==> config.mk <==
export PLATFORM = sky130hd
export DESIGN_NAME = gait_phase_estimator
export DESIGN_NICKNAME = d
export VERILOG_FILES = /design/src/hdl/gpe_pkg.sv /design/src/hdl/gpe_serdiv.sv /design/src/hdl/gait_phase_estimator.sv
export SDC_FILE = /design/constraint.sdc
export NUM_CORES = 1
export LEC_CHECK = 0
export ABC_AREA = 1
export BUFFER_PORTS_ARGS = -buffer_cell sky130_fd_sc_hd__buf_2
export CAP_MARGIN = 20
export CORE_MARGIN = 5
export CORE_UTILIZATION = 30
export CTS_CLUSTER_SIZE = 10
export DETAILED_ROUTE_END_ITERATION = 8
export GPL_TIMING_DRIVEN = 0
export PLACE_DENSITY_LB_ADDON = 0.12
export SYNTH_ARGS = -nofsm -noshare
export SYNTH_HDL_FRONTEND = slang
export SYNTH_SLANG_ARGS = --single-unit
==> constraint.sdc <==
create_clock -name clk_i -period 8.4 [get_ports clk_i]
set_clock_uncertainty 0.1 [all_clocks]
set_input_delay 1.68 -clock clk_i [delete_from_list [all_inputs] [get_ports clk_i]]
set_output_delay 1.68 -clock clk_i [all_outputs]
set_load 0.05 [all_outputs]
==> src/hdl/gpe_pkg.sv <==
// ----------------------------------------------------------------------------
// Gait phase estimator package
// Shared widths and the status bundle of the serial divider.
// ----------------------------------------------------------------------------
package gpe_pkg;

  // dividend holds elapsed_ms * 10000 (below 2^30) or a stride period sum
  localparam int DVD_W = 30;
  // divisor holds a mean stride period or the stride count
  localparam int DSR_W = 16;

  typedef struct packed {
    logic busy;
    logic done;
  } div_stat_t;

endpackage

==> src/hdl/gpe_serdiv.sv <==
// ----------------------------------------------------------------------------
// Gait phase estimator serial divider
// Restoring divider, one quotient bit per cycle; the quotient holds until
// the next start.
// ----------------------------------------------------------------------------
module gpe_serdiv (
  input  logic                         clk_i,
  input  logic                         rst_ni,
  input  logic                         start_i,
  input  logic [gpe_pkg::DVD_W-1:0]    dividend_i,
  input  logic [gpe_pkg::DSR_W-1:0]    divisor_i,
  output gpe_pkg::div_stat_t           stat_o,
  output logic [gpe_pkg::DVD_W-1:0]    quotient_o
);

  localparam int CNT_W = $clog2(gpe_pkg::DVD_W);

  logic                        busy_q, busy_d;
  logic                        done_q, done_d;
  logic [CNT_W-1:0]            cnt_q, cnt_d;
  logic [gpe_pkg::DSR_W-1:0]   rem_q, rem_d;
  logic [gpe_pkg::DSR_W-1:0]   dsr_q, dsr_d;
  logic [gpe_pkg::DVD_W-1:0]   quo_q, quo_d;
  logic [gpe_pkg::DSR_W:0]     trial;
  logic [gpe_pkg::DSR_W:0]     diff;
  logic                        fits;

  // shift the next dividend bit into the partial remainder
  assign trial = {rem_q, quo_q[gpe_pkg::DVD_W-1]};
  assign diff  = trial - {1'b0, dsr_q};
  assign fits  = trial >= {1'b0, dsr_q};

  always_comb begin
    busy_d = busy_q;
    done_d = 1'b0;
    cnt_d  = cnt_q;
    rem_d  = rem_q;
    dsr_d  = dsr_q;
    quo_d  = quo_q;
    if (start_i) begin
      busy_d = 1'b1;
      cnt_d  = '0;
      rem_d  = '0;
      dsr_d  = divisor_i;
      quo_d  = dividend_i;
    end else if (busy_q) begin
      rem_d = fits ? diff[gpe_pkg::DSR_W-1:0] : trial[gpe_pkg::DSR_W-1:0];
      quo_d = {quo_q[gpe_pkg::DVD_W-2:0], fits};
      cnt_d = cnt_q + 1'b1;
      if (cnt_q == CNT_W'(gpe_pkg::DVD_W - 1)) begin
        busy_d = 1'b0;
        done_d = 1'b1;
      end
    end
  end

  always_ff @(posedge clk_i or negedge rst_ni) begin
    if (!rst_ni) begin
      busy_q <= 1'b0;
      done_q <= 1'b0;
      cnt_q  <= '0;
    end else begin
      busy_q <= busy_d;
      done_q <= done_d;
      cnt_q  <= cnt_d;
    end
  end

  always_ff @(posedge clk_i) begin
    rem_q <= rem_d;
    dsr_q <= dsr_d;
    quo_q <= quo_d;
  end

  assign stat_o.busy = busy_q;
  assign stat_o.done = done_q;
  assign quotient_o  = quo_q;

endmodule

==> src/hdl/gait_phase_estimator.sv <==
// ----------------------------------------------------------------------------
// Gait phase estimator
// Heel-strike calibration of the mean stride period and tracking of the gait
// phase with a once-per-cycle actuate pulse.
// ----------------------------------------------------------------------------
// Each accepted item passes through the finish state into the output register;
//   items that divide (tracking ticks and strikes, the last stride) first wait
//   in the divide state for the serial divider, which retires one of 30
//   quotient bits a cycle. A new item is taken only once the sequencer is idle.
// Input is taken while a result still waits in the output register.
// Reset: asynchronous, active low; the block idles with no mean period known.
module gait_phase_estimator #(
  parameter int CAL_STRIDES = 5
) (
  input  logic        clk_i,
  input  logic        rst_ni,
  // configuration write channel
  input  logic        cfg_valid_i,
  output logic        cfg_ready_o,
  input  logic [1:0]  cfg_index_i,
  input  logic [15:0] cfg_data_i,
  // input stream
  input  logic        s_axis_tvalid_i,
  output logic        s_axis_tready_o,
  input  logic [15:0] s_axis_tdata_i,   // [11:0] sensor_sample
  input  logic [1:0]  s_axis_tuser_i,   // [1:0] mode
  // result stream
  output logic        m_axis_tvalid_o,
  input  logic        m_axis_tready_i,
  output logic [39:0] m_axis_tdata_o,   // [2:0] stride_count, [16:3] phase_centi,
                                        // [32:17] mean_period_ms, [33] actuate
  output logic [2:0]  m_axis_tuser_o    // [2:0] status
);

  localparam int CNT_W = $clog2(CAL_STRIDES + 1);
  localparam int SUM_W = 16 + CNT_W;

  // item kinds carried in tuser
  localparam logic [1:0] MODE_TICK  = 2'd0;
  localparam logic [1:0] MODE_CAL   = 2'd1;
  localparam logic [1:0] MODE_TRACK = 2'd2;
  localparam logic [1:0] MODE_STOP  = 2'd3;

  // result status codes
  localparam logic [2:0] STAT_IDLE    = 3'd0;
  localparam logic [2:0] STAT_WAIT    = 3'd1;
  localparam logic [2:0] STAT_STRIDE  = 3'd2;
  localparam logic [2:0] STAT_CALIB   = 3'd3;
  localparam logic [2:0] STAT_PHASE   = 3'd4;
  localparam logic [2:0] STAT_STOPPED = 3'd5;
  localparam logic [2:0] STAT_NOCAL   = 3'd6;

  // gait run states
  localparam logic [2:0] RUN_IDLE       = 3'd0;
  localparam logic [2:0] RUN_CAL_WAIT   = 3'd1;
  localparam logic [2:0] RUN_CAL_COUNT  = 3'd2;
  localparam logic [2:0] RUN_TRACK_WAIT = 3'd3;
  localparam logic [2:0] RUN_TRACKING   = 3'd4;

  // item sequencer states
  localparam logic [1:0] FSM_IDLE = 2'd0;
  localparam logic [1:0] FSM_DIV  = 2'd1;
  localparam logic [1:0] FSM_FIN  = 2'd2;

  // what to do with the quotient
  localparam logic [1:0] POST_NONE  = 2'd0;
  localparam logic [1:0] POST_MEAN  = 2'd1;
  localparam logic [1:0] POST_PHASE = 2'd2;

  // configuration register indexes
  localparam logic [1:0] CFG_HEEL_THR = 2'd0;
  localparam logic [1:0] CFG_MIN_STR  = 2'd1;
  localparam logic [1:0] CFG_ACT_PCT  = 2'd2;
  localparam logic [1:0] CFG_WINDOW   = 2'd3;

  localparam logic [gpe_pkg::DVD_W-1:0] PHASE_SCALE = gpe_pkg::DVD_W'(10000);
  localparam logic [gpe_pkg::DVD_W-1:0] PHASE_FULL  = gpe_pkg::DVD_W'(10000);

  // configuration registers
  logic [11:0] heel_thr_q;
  logic [15:0] min_stride_q;
  logic [6:0]  act_pct_q;
  logic [9:0]  window_q;

  // gait state
  logic [2:0]       run_q, run_d;
  logic [15:0]      elapsed_q, elapsed_d;
  logic [CNT_W-1:0] strides_q, strides_d;
  logic [SUM_W-1:0] sum_q, sum_d;
  logic [15:0]      mean_q, mean_d;
  logic             fired_q, fired_d;

  // sequencer and the result being built
  logic [1:0]  fsm_q, fsm_d;
  logic [1:0]  post_q, post_d;
  logic [2:0]  pst_status_q, pst_status_d;
  logic [13:0] pst_phase_q, pst_phase_d;
  logic        pst_act_q, pst_act_d;

  // output register
  logic        out_valid_q;
  logic [39:0] out_data_q;
  logic [2:0]  out_user_q;
  logic        out_load;

  // divider hookup
  logic                        div_start;
  logic [gpe_pkg::DVD_W-1:0]   div_dvd;
  logic [gpe_pkg::DSR_W-1:0]   div_dsr;
  gpe_pkg::div_stat_t          div_stat;
  logic [gpe_pkg::DVD_W-1:0]   div_quo;

  // per-item helpers
  logic             in_xfer;
  logic [1:0]       mode;
  logic [11:0]      sample;
  logic [15:0]      elapsed_inc;
  logic [CNT_W-1:0] strides_inc;
  logic [SUM_W-1:0] sum_new;
  logic [15:0]      phase_time;
  logic [13:0]      target;
  logic             wrap;
  logic [13:0]      phase_w;
  logic [13:0]      phase_gap;
  logic             fired_now;
  logic [CNT_W+2:0] strides_ext;

  assign in_xfer = s_axis_tvalid_i && s_axis_tready_o;
  assign mode    = s_axis_tuser_i;
  assign sample  = s_axis_tdata_i[11:0];

  // saturate the millisecond timer
  assign elapsed_inc = (elapsed_q == 16'hFFFF) ? elapsed_q : elapsed_q + 16'd1;
  assign strides_inc = strides_q + 1'b1;
  assign sum_new     = sum_q + SUM_W'(elapsed_inc);

  // phase post-processing on the finished quotient
  assign target    = 14'(act_pct_q) * 14'd100;
  assign wrap      = div_quo >= PHASE_FULL;
  assign phase_w   = wrap ? 14'd0 : div_quo[13:0];
  assign phase_gap = (phase_w >= target) ? phase_w - target : target - phase_w;
  assign fired_now = fired_q && !wrap;

  always_comb begin
    run_d        = run_q;
    elapsed_d    = elapsed_q;
    strides_d    = strides_q;
    sum_d        = sum_q;
    mean_d       = mean_q;
    fired_d      = fired_q;
    fsm_d        = fsm_q;
    post_d       = post_q;
    pst_status_d = pst_status_q;
    pst_phase_d  = pst_phase_q;
    pst_act_d    = pst_act_q;
    div_start    = 1'b0;
    div_dvd      = '0;
    div_dsr      = '0;
    phase_time   = '0;
    out_load     = 1'b0;

    case (fsm_q)
      FSM_IDLE: begin
        if (in_xfer) begin
          fsm_d       = FSM_FIN;
          post_d      = POST_NONE;
          pst_phase_d = '0;
          pst_act_d   = 1'b0;
          case (mode)
            MODE_CAL: begin
              run_d        = RUN_CAL_WAIT;
              elapsed_d    = '0;
              strides_d    = '0;
              sum_d        = '0;
              pst_status_d = STAT_WAIT;
            end
            MODE_TRACK: begin
              elapsed_d = '0;
              fired_d   = 1'b0;
              if (mean_q == '0) begin
                run_d        = RUN_IDLE;
                pst_status_d = STAT_NOCAL;
              end else begin
                run_d        = RUN_TRACK_WAIT;
                pst_status_d = STAT_WAIT;
              end
            end
            MODE_STOP: begin
              run_d        = RUN_IDLE;
              elapsed_d    = '0;
              fired_d      = 1'b0;
              pst_status_d = STAT_STOPPED;
            end
            default: begin
              // tick with a sensor sample
              case (run_q)
                RUN_CAL_WAIT: begin
                  pst_status_d = STAT_WAIT;
                  if (sample >= heel_thr_q) begin
                    run_d     = RUN_CAL_COUNT;
                    elapsed_d = '0;
                  end
                end
                RUN_CAL_COUNT: begin
                  elapsed_d    = elapsed_inc;
                  pst_status_d = STAT_WAIT;
                  if (sample > heel_thr_q && elapsed_inc > min_stride_q) begin
                    strides_d    = strides_inc;
                    sum_d        = sum_new;
                    elapsed_d    = '0;
                    pst_status_d = STAT_STRIDE;
                    if (strides_inc >= CNT_W'(CAL_STRIDES)) begin
                      // rounded mean of the recorded periods
                      run_d        = RUN_IDLE;
                      pst_status_d = STAT_CALIB;
                      post_d       = POST_MEAN;
                      fsm_d        = FSM_DIV;
                      div_start    = 1'b1;
                      div_dvd      = gpe_pkg::DVD_W'(sum_new) +
                                     gpe_pkg::DVD_W'(CAL_STRIDES / 2);
                      div_dsr      = gpe_pkg::DSR_W'(CAL_STRIDES);
                    end
                  end
                end
                RUN_TRACK_WAIT: begin
                  pst_status_d = STAT_WAIT;
                  if (sample >= heel_thr_q) begin
                    // the strike itself is phase zero
                    run_d        = RUN_TRACKING;
                    elapsed_d    = '0;
                    fired_d      = 1'b0;
                    pst_status_d = STAT_PHASE;
                    post_d       = POST_PHASE;
                    fsm_d        = FSM_DIV;
                    div_start    = 1'b1;
                    phase_time   = '0;
                    div_dvd      = gpe_pkg::DVD_W'(phase_time) * PHASE_SCALE;
                    div_dsr      = mean_q;
                  end
                end
                RUN_TRACKING: begin
                  elapsed_d    = elapsed_inc;
                  pst_status_d = STAT_PHASE;
                  post_d       = POST_PHASE;
                  fsm_d        = FSM_DIV;
                  div_start    = 1'b1;
                  phase_time   = elapsed_inc;
                  div_dvd      = gpe_pkg::DVD_W'(phase_time) * PHASE_SCALE;
                  div_dsr      = mean_q;
                end
                default: begin
                  run_d        = RUN_IDLE;
                  pst_status_d = STAT_IDLE;
                end
              endcase
            end
          endcase
        end
      end
      FSM_DIV: begin
        if (div_stat.done) begin
          fsm_d = FSM_FIN;
          case (post_q)
            POST_MEAN: begin
              mean_d = div_quo[15:0];
            end
            POST_PHASE: begin
              // wrap at a full cycle, then fire once inside the window
              if (wrap) begin
                elapsed_d = '0;
              end
              pst_phase_d = phase_w;
              if (phase_gap <= 14'(window_q) && !fired_now) begin
                fired_d   = 1'b1;
                pst_act_d = 1'b1;
              end else begin
                fired_d   = fired_now;
              end
            end
            default: begin
            end
          endcase
        end
      end
      FSM_FIN: begin
        // hold until the output register is free
        if (!out_valid_q || m_axis_tready_i) begin
          out_load = 1'b1;
          fsm_d    = FSM_IDLE;
        end
      end
      default: begin
        fsm_d = FSM_IDLE;
      end
    endcase
  end

  gpe_serdiv u_div (
    .clk_i      (clk_i),
    .rst_ni     (rst_ni),
    .start_i    (div_start),
    .dividend_i (div_dvd),
    .divisor_i  (div_dsr),
    .stat_o     (div_stat),
    .quotient_o (div_quo)
  );

  // configuration writes are taken at any time
  assign cfg_ready_o = 1'b1;

  always_ff @(posedge clk_i or negedge rst_ni) begin
    if (!rst_ni) begin
      heel_thr_q   <= 12'd819;
      min_stride_q <= 16'd800;
      act_pct_q    <= 7'd30;
      window_q     <= 10'd20;
    end else if (cfg_valid_i && cfg_ready_o) begin
      case (cfg_index_i)
        CFG_HEEL_THR: heel_thr_q   <= cfg_data_i[11:0];
        CFG_MIN_STR:  min_stride_q <= cfg_data_i;
        CFG_ACT_PCT:  act_pct_q    <= cfg_data_i[6:0];
        CFG_WINDOW:   window_q     <= cfg_data_i[9:0];
        default: begin
        end
      endcase
    end
  end

  always_ff @(posedge clk_i or negedge rst_ni) begin
    if (!rst_ni) begin
      run_q       <= RUN_IDLE;
      elapsed_q   <= '0;
      strides_q   <= '0;
      sum_q       <= '0;
      mean_q      <= '0;
      fired_q     <= 1'b0;
      fsm_q       <= FSM_IDLE;
      post_q      <= POST_NONE;
      out_valid_q <= 1'b0;
    end else begin
      run_q     <= run_d;
      elapsed_q <= elapsed_d;
      strides_q <= strides_d;
      sum_q     <= sum_d;
      mean_q    <= mean_d;
      fired_q   <= fired_d;
      fsm_q     <= fsm_d;
      post_q    <= post_d;
      if (out_load) begin
        out_valid_q <= 1'b1;
      end else if (m_axis_tready_i) begin
        out_valid_q <= 1'b0;
      end
    end
  end

  // stride count leaves as its low three bits
  assign strides_ext = {3'b000, strides_q};

  always_ff @(posedge clk_i) begin
    pst_status_q <= pst_status_d;
    pst_phase_q  <= pst_phase_d;
    pst_act_q    <= pst_act_d;
    if (out_load) begin
      out_user_q <= pst_status_q;
      out_data_q <= {6'd0, pst_act_q, mean_q, pst_phase_q, strides_ext[2:0]};
    end
  end

  assign s_axis_tready_o = (fsm_q == FSM_IDLE);
  assign m_axis_tvalid_o = out_valid_q;
  assign m_axis_tdata_o  = out_data_q;
  assign m_axis_tuser_o  = out_user_q;

`ifndef SYNTHESIS
  // a pulse only ever accompanies a phase result
  assert property (@(posedge clk_i) disable iff (!rst_ni)
    (m_axis_tvalid_o && m_axis_tdata_o[33]) |-> (m_axis_tuser_o == STAT_PHASE))
    else $error("actuate raised outside a phase result");

  // a reported phase has already wrapped below a full cycle
  assert property (@(posedge clk_i) disable iff (!rst_ni)
    m_axis_tvalid_o |-> (m_axis_tdata_o[16:3] < 14'd10000))
    else $error("phase at or beyond a full cycle");

  // the divider finishes only while the sequencer waits for it
  assert property (@(posedge clk_i) disable iff (!rst_ni)
    div_stat.done |-> (fsm_q == FSM_DIV))
    else $error("divider finished outside the divide state");

  // no new item while the divider still runs
  assert property (@(posedge clk_i) disable iff (!rst_ni)
    s_axis_tready_o |-> !div_stat.busy)
    else $error("input taken while the divider is busy");

  // a division starts only on an accepted item
  assert property (@(posedge clk_i) disable iff (!rst_ni)
    div_start |-> in_xfer)
    else $error("divider started without an input transfer");
`endif

endmodule
==> results of run 1 <==
[metrics by stage]
| step | setup slack [ns] | cell area, um^2 |
|---|---|---|
| final | 0.812 | 20000 |
| after global placement | 0.774 | 18900 |
| after detailed placement | 0.764 | 19000 |
| after global routing | 0.209 | 20000 |
| after CTS | 0.694 | 20000 |
| after floorplan | 2.50 | 17600 |
[registers in the layout, summed over array words and instances, names as in the netlist, 16 cells and up]
signal / count
min_stride_q: 16
u_div.rem_q: 16
elapsed_q: 16
mean_q: 16
u_div.quotient_o: 30
m_axis_tdata_o: 34
u_div.dsr_q: 16
sum_q: 19
[synth_stat cells, drive strengths merged, types with 4 or more instances]
cell type,count
nand4,33
clkbuf,22
a21oi,128
xnor2,21
nand3,90
nor2,183
ha,199
dfstp,15
inv,377
nand2,487
edfxtp,101
fa,40
buf,24
or2,6
and2,5
nor3,26
dfxtp,16
o211ai,12
o21a,6
o22ai,25
o21ai,181
dfrtp,100
nor4,10
o21bai,4
nand3b,4
xor2,33
a31oi,5
a21boi,6
[power groups by stage]
stage,logic [W],clock network [W],registers [W]
2_1_floorplan,0.00182,0,0.00194
3_3_place_gp,0.00279,0,0.00177
3_5_place_dp,0.00281,0,0.00176
4_1_cts,0.00283,0.00133,0.00174
5_1_grt,0.00316,0.00137,0.00178
6_report,0.00280,0.00128,0.00174
[metal layers]
| metal | vias to the layer above | wire length [um] |
|---|---|---|
| met1 | 6923 | 25400 |
| met3 | 55 | 1670 |
| met5 | - | 0 |
| met2 | 237 | 23100 |
| met4 | 0 | 1130 |
| li1 | 7366 | - |
[kinds of logic after synthesis]
logic type | after synthesis
flops | 232
buf+inv | 424
mux | 1
simple gates | 847
compound gates | 378
xor+xnor | 54
fa+ha+maj | 239
other cells | 2
[final cells by class]
cell class | count | share of cell area
multi-input combinational | 1526 | 0.484
sequential | 232 | 0.312
inverter | 378 | 0.0712
tap | 765 | 0.0478
clock buffer | 50 | 0.0449
timing repair buffer | 81 | 0.0229
buffer | 46 | 0.0126
clock inverter | 8 | 0.00438
[worst max-delay path by stage]
stage	start	end
after floorplan	elapsed_q[0]$_DFFE_PN0P_	u_div.quotient_o[27]$_DFFE_PP_
after CTS	elapsed_q[0]$_DFFE_PN0P_	u_div.quotient_o[28]$_DFFE_PP_
after global routing	elapsed_q[0]$_DFFE_PN0P_	u_div.quotient_o[27]$_DFFE_PP_
after detailed placement	elapsed_q[0]$_DFFE_PN0P_	u_div.quotient_o[27]$_DFFE_PP_
final	elapsed_q[0]$_DFFE_PN0P_	u_div.quotient_o[27]$_DFFE_PP_
after global placement	elapsed_q[0]$_DFFE_PN0P_	u_div.quotient_o[27]$_DFFE_PP_
==> impl_metrics.yaml, run 1 <==
outcome:
  status: "completed"
routing:
  drt-vias-per-instance: 4.72
  firstDrtPassIters: 5
  drt_wl_total_um: 51400
  routedWlPerCell_um: 16.6
  drc: 0
  ant_nets: 0
  vias: 14581
  drtIter0Drc: 891
final_layout:
  antennaDiodeCount: 0
  syn_to_final_growth_pct: 13.8
  register_area_mm2: 0.00625
  layoutNonFillerInstCount: 3086
  fillers: 6221
  layout_common_cells: "465 x nand2_1, 359 x inv_1, 199 x ha_1"
  fin_util: 0.346
  layout_commonest_cell: "nand2_1"
  multi_input_area_mm2: 0.00969
  drive_gt1_frac: 0.113
  nets: 2576
setup_path:
  cp_slowest_cell: "a21oi_1"
  cpLargestDelayFamily: "adder cells"
  crit_type: "register to register"
  startpoint_type: "register"
  worst-path-buf-inv: 5
  reg2reg_from: "elapsed_q[0]$_DFFE_PN0P_"
  path_depth: 29
  crit_path_end_kind: "register"
  r2r-end: "u_div.quotient_o[27]$_DFFE_PP_"
  arrival_ns: 7.79
  worstPathMaxFanout: 7
  critPathMaxStageDelay_ns: 0.75
  r2r_cells: 29
  r2r_setup_slack_ns: 0.81
  required_ns: 8.60
sta:
  fmax_mhz: 132
  setup_viol: 0
  post-route-period-util: 0.903
  relSlewSlack: 0.345
  hold-worst-slack_ns: 0.317
  final_hold_viol_count: 0
  setup-tns-final_ns: 0
  tightest_slew_ns: 0.975
  slew_viol_final: 0
  finalCriticalPeriod_ns: 7.59
  rsz0062_at_grt: "no"
clock_network:
  clockRootBuffer: "clkbuf_16"
  ctsResizeCount: 0
  cts_inserted_buffers: 31
  h-tree-depth: 1
  clock_sinks: 232
  cts_hold_buf: 0
  cts.path.max_buffers: 3
  cts_setup_buffers: 0
  clk_pin_slew_ns: 0.06
  clk_latency_ns: 0.59
  tritoncts: "done"
min_path:
  min_from: "pst_phase_q[6]$_SDFFCE_PN0P_"
  holdPathEnd: "m_axis_tdata_o[9]$_DFFE_PP_"
  hold_class: "register to register"
  holdPathStages: 0
synth:
  syn_avg_cell_area_um2: 8.08
  yosysTopAreaCellShare: 0.172
  synth_top_flop_cell: "edfxtp_1"
  synth_top_family_by_area: "simple AND/OR/NAND/NOR gates"
  synth_edf_count: 101
  synthMuxAreaShare: 0.000569
  yosysUniqueCellTypes: 66
  synthArstFlopShare: 0.496
  netlist_instances: 2177
  synth_area_mm2: 0.0176
  yosysWarnings: 0
  synth.yosys.seq_area_share: 0.355
  synth_compound_area_frac: 0.118
  yosysTopAreaCell: "edfxtp_1"
  yosys.area_share.simple: 0.216
  synth_fa_ha_area_frac: 0.187
  synth_xor_area_frac: 0.0277
  yosys-top-cells-area: "edfxtp_1 17%, dfrtp_1 14%, ha_1 14%"
  ys_ff_latch: 232
global_routing:
  grt_pass1_wl_um: 81100
  busiest_layer: "met2"
  grt_overflow_total: 0
  grt_max_degree: 77
  antenna_found_initial: 0
  grt_use_met1: 0.232
  track_usage: 0.159
  grt_pass1_vias: 14305
  met3_usage: 0.0179
  use_met2: 0.257
power:
  switchingPower_w: 0.00258
  irDropWorstVdd_uv: 186
  p_seq_frac: 0.299
  cellPowerDensity_mw_per_mm2: 291
  p_clk_frac: 0.220
  swShare: 0.443
  power.total_w: 0.00582
  p_comb_frac: 0.481
  internal-power_w: 0.00325
  leakagePower_nw: 9.91
floorplan:
  die_h_um: 252
  fp.dieArea_mm2: 0.0636
  die_w_um: 252
  pin_count: 87
  rows: 88
  start_util: 0.304
  core_area_mm2: 0.0579
place:
  dp_cells: 3028
  port_buffers: 75
  gp_congestion: 0.873
  hpwl_um: 41200
flow_run:
  maxCapViolations: 0
No activity file was read; power rests on OpenSTA's default activity.
==> run 2: changes to the inputs <==
--- a/config.mk
+++ b/config.mk
@@ -12,7 +12,6 @@
 export CORE_UTILIZATION = 30
 export CTS_CLUSTER_SIZE = 10
 export DETAILED_ROUTE_END_ITERATION = 8
-export GPL_TIMING_DRIVEN = 0
 export PLACE_DENSITY_LB_ADDON = 0.12
 export SYNTH_ARGS = -nofsm -noshare
 export SYNTH_HDL_FRONTEND = slang
==> run 2 against run 1 <==
  * Via count is 1.0% lower
  * Critical endpoint is now u_div.quotient_o[28]$_DFFE_PP_
  * Clock-buffer cell count down 1
  * Fmax is 8.3% higher
  * Worst setup slack better by 0.58 ns
  * Highest routed layer unchanged
  * Combinational power shrank 2%
  * First-iteration DRC count is 11% lower
  * Design area shrank 1.4%
  * Worst hold slack got worse by 0.00087 ns
  * Sequential share of layout area is 0.45 points higher
  * Die area unchanged
==> impl_metrics.yaml, run 2 (synthesis gave the netlist of run 1 again) <==
sta:
  rsz0062_at_grt: "no"
  tightest_slew_ns: 0.977
  setup_viol: 0
  relSlewSlack: 0.349
  final_hold_viol_count: 0
  setup-tns-final_ns: 0
  finalCriticalPeriod_ns: 7.01
  slew_viol_final: 0
  post-route-period-util: 0.834
  fmax_mhz: 143
setup_path:
  critPathMaxStageDelay_ns: 0.75
  r2r_cells: 27
  worstPathMaxFanout: 7
  cpMostUsedCell: "nand2_1"
  startpoint_type: "register"
  reg2reg_from: "elapsed_q[0]$_DFFE_PN0P_"
  required_ns: 8.60
  r2r_setup_slack_ns: 1.39
  crit_type: "register to register"
  crit_path_end_kind: "register"
  cp_slowest_cell: "xnor2_1"
  r2r-end: "u_div.quotient_o[28]$_DFFE_PP_"
  arrival_ns: 7.20
floorplan:
  core_area_mm2: 0.0579
  rows: 88
  fp.dieArea_mm2: 0.0636
  die_h_um: 252
  pin_count: 87
  start_util: 0.304
  die_w_um: 252
routing:
  drtIter0Drc: 790
  vias: 14429
  drt-vias-per-instance: 4.74
  firstDrtPassIters: 5
  routedWlPerCell_um: 16.4
  ant_nets: 0
  drt_wl_total_um: 49900
  drc: 0
clock_network:
  clockRootBuffer: "clkbuf_16"
  cts.path.max_buffers: 3
  clock_sinks: 232
  tritoncts: "done"
  cts_hold_buf: 0
  cts_inserted_buffers: 29
  h-tree-depth: 1
  clk_pin_slew_ns: 0.06
  cts_setup_buffers: 0
  clk_latency_ns: 0.58
  ctsResizeCount: 0
power:
  leakagePower_nw: 9.75
  irDropWorstVdd_uv: 153
  cellPowerDensity_mw_per_mm2: 287
  power.total_w: 0.00566
final_layout:
  drive_gt1_frac: 0.106
  fin_util: 0.341
  syn_to_final_growth_pct: 12.2
  layoutNonFillerInstCount: 3047
  postLayoutCellArea_mm2: 0.0197
  largest_reg_flops: 34
  antennaDiodeCount: 0
  nets: 2539
  layout_common_cells: "465 x nand2_1, 359 x inv_1, 199 x ha_1"
  layout_commonest_cell: "nand2_1"
global_routing:
  antenna_found_initial: 0
  grt_max_degree: 64
  track_usage: 0.154
  grt_pass1_vias: 13863
  grt_overflow_total: 0
  grt_pass1_wl_um: 78600
flow_run:
  maxCapViolations: 0
place:
  port_buffers: 75
  gp_congestion: 0.891
  hpwl_um: 39200
  dp_cells: 2991
  dpl_cell_area_mm2: 0.0188
min_path:
  holdPathStages: 0
  holdPathEnd: "m_axis_tdata_o[4]$_DFFE_PP_"
  min_from: "pst_phase_q[1]$_SDFFCE_PN0P_"
  hold_class: "register to register"
outcome:
  status: "completed"
-- run 2: stage by stage --
step | setup WS (ns) | hold WS, ns
6_report | 1.39 | 0.316
5_1_grt | 0.847 | 0.332
4_1_cts | 1.39 | 0.319
3_5_place_dp | 1.41 | 0.305
3_3_place_gp | 1.52 | 0.305
2_1_floorplan | 2.50 | 0.300
-- run 2: routing by layer --
metal / track usage / routed length (um) / up-vias
li1: - / - / 7280
met1: 0.227 / 24600 / 6858
met2: 0.247 / 22600 / 245
met3: 0.0169 / 1940 / 46
met4: 0.0265 / 803 / 0
met5: 0 / 0 / -
-- run 2: worst max-delay path by stage --
| stage | slack (ns) | start | to | depth (start not counted) |
|---|---|---|---|---|
| final | 1.39 | elapsed_q[0]$_DFFE_PN0P_ | u_div.quotient_o[28]$_DFFE_PP_ | 27 |
| after global routing | 0.85 | elapsed_q[0]$_DFFE_PN0P_ | u_div.quotient_o[27]$_DFFE_PP_ | 26 |
| after CTS | 1.39 | elapsed_q[0]$_DFFE_PN0P_ | u_div.quotient_o[27]$_DFFE_PP_ | 26 |
| after detailed placement | 1.41 | elapsed_q[0]$_DFFE_PN0P_ | u_div.quotient_o[27]$_DFFE_PP_ | 26 |
| after global placement | 1.52 | elapsed_q[0]$_DFFE_PN0P_ | u_div.quotient_o[27]$_DFFE_PP_ | 26 |
| after floorplan | 2.50 | elapsed_q[0]$_DFFE_PN0P_ | u_div.quotient_o[27]$_DFFE_PP_ | 29 |
-- run 2: cell type report --
class / instances / area [um^2]
Fill cell: 6216 / 38200
Multi-Input combinational cell: 1526 / 9690
Sequential cell: 232 / 6250
Inverter: 378 / 1430
Tap cell: 765 / 957
Clock buffer: 49 / 831
Timing Repair Buffer: 92 / 541
Clock inverter: 5 / 42.5
-- run 2: report_power, final --
part	internal (W)	total, W	switching (W)
clock network	0.000672	0.00117	0.000501
registers	0.00157	0.00174	0.000172
logic	0.000884	0.00274	0.00186
total	0.00313	0.00566	0.00253
-- run 2: worst max-delay path: cells and delay by family (launching register included) --
kind	cells	cell delay (ns)
AOI/OAI and AO/OA	3	0.31
adders and majority gates	7	2.64
xor gates and xnor gates	1	0.75
buffers and inverters	4	0.39
and+or+nand+nor	12	2.15
DFF	1	0.39
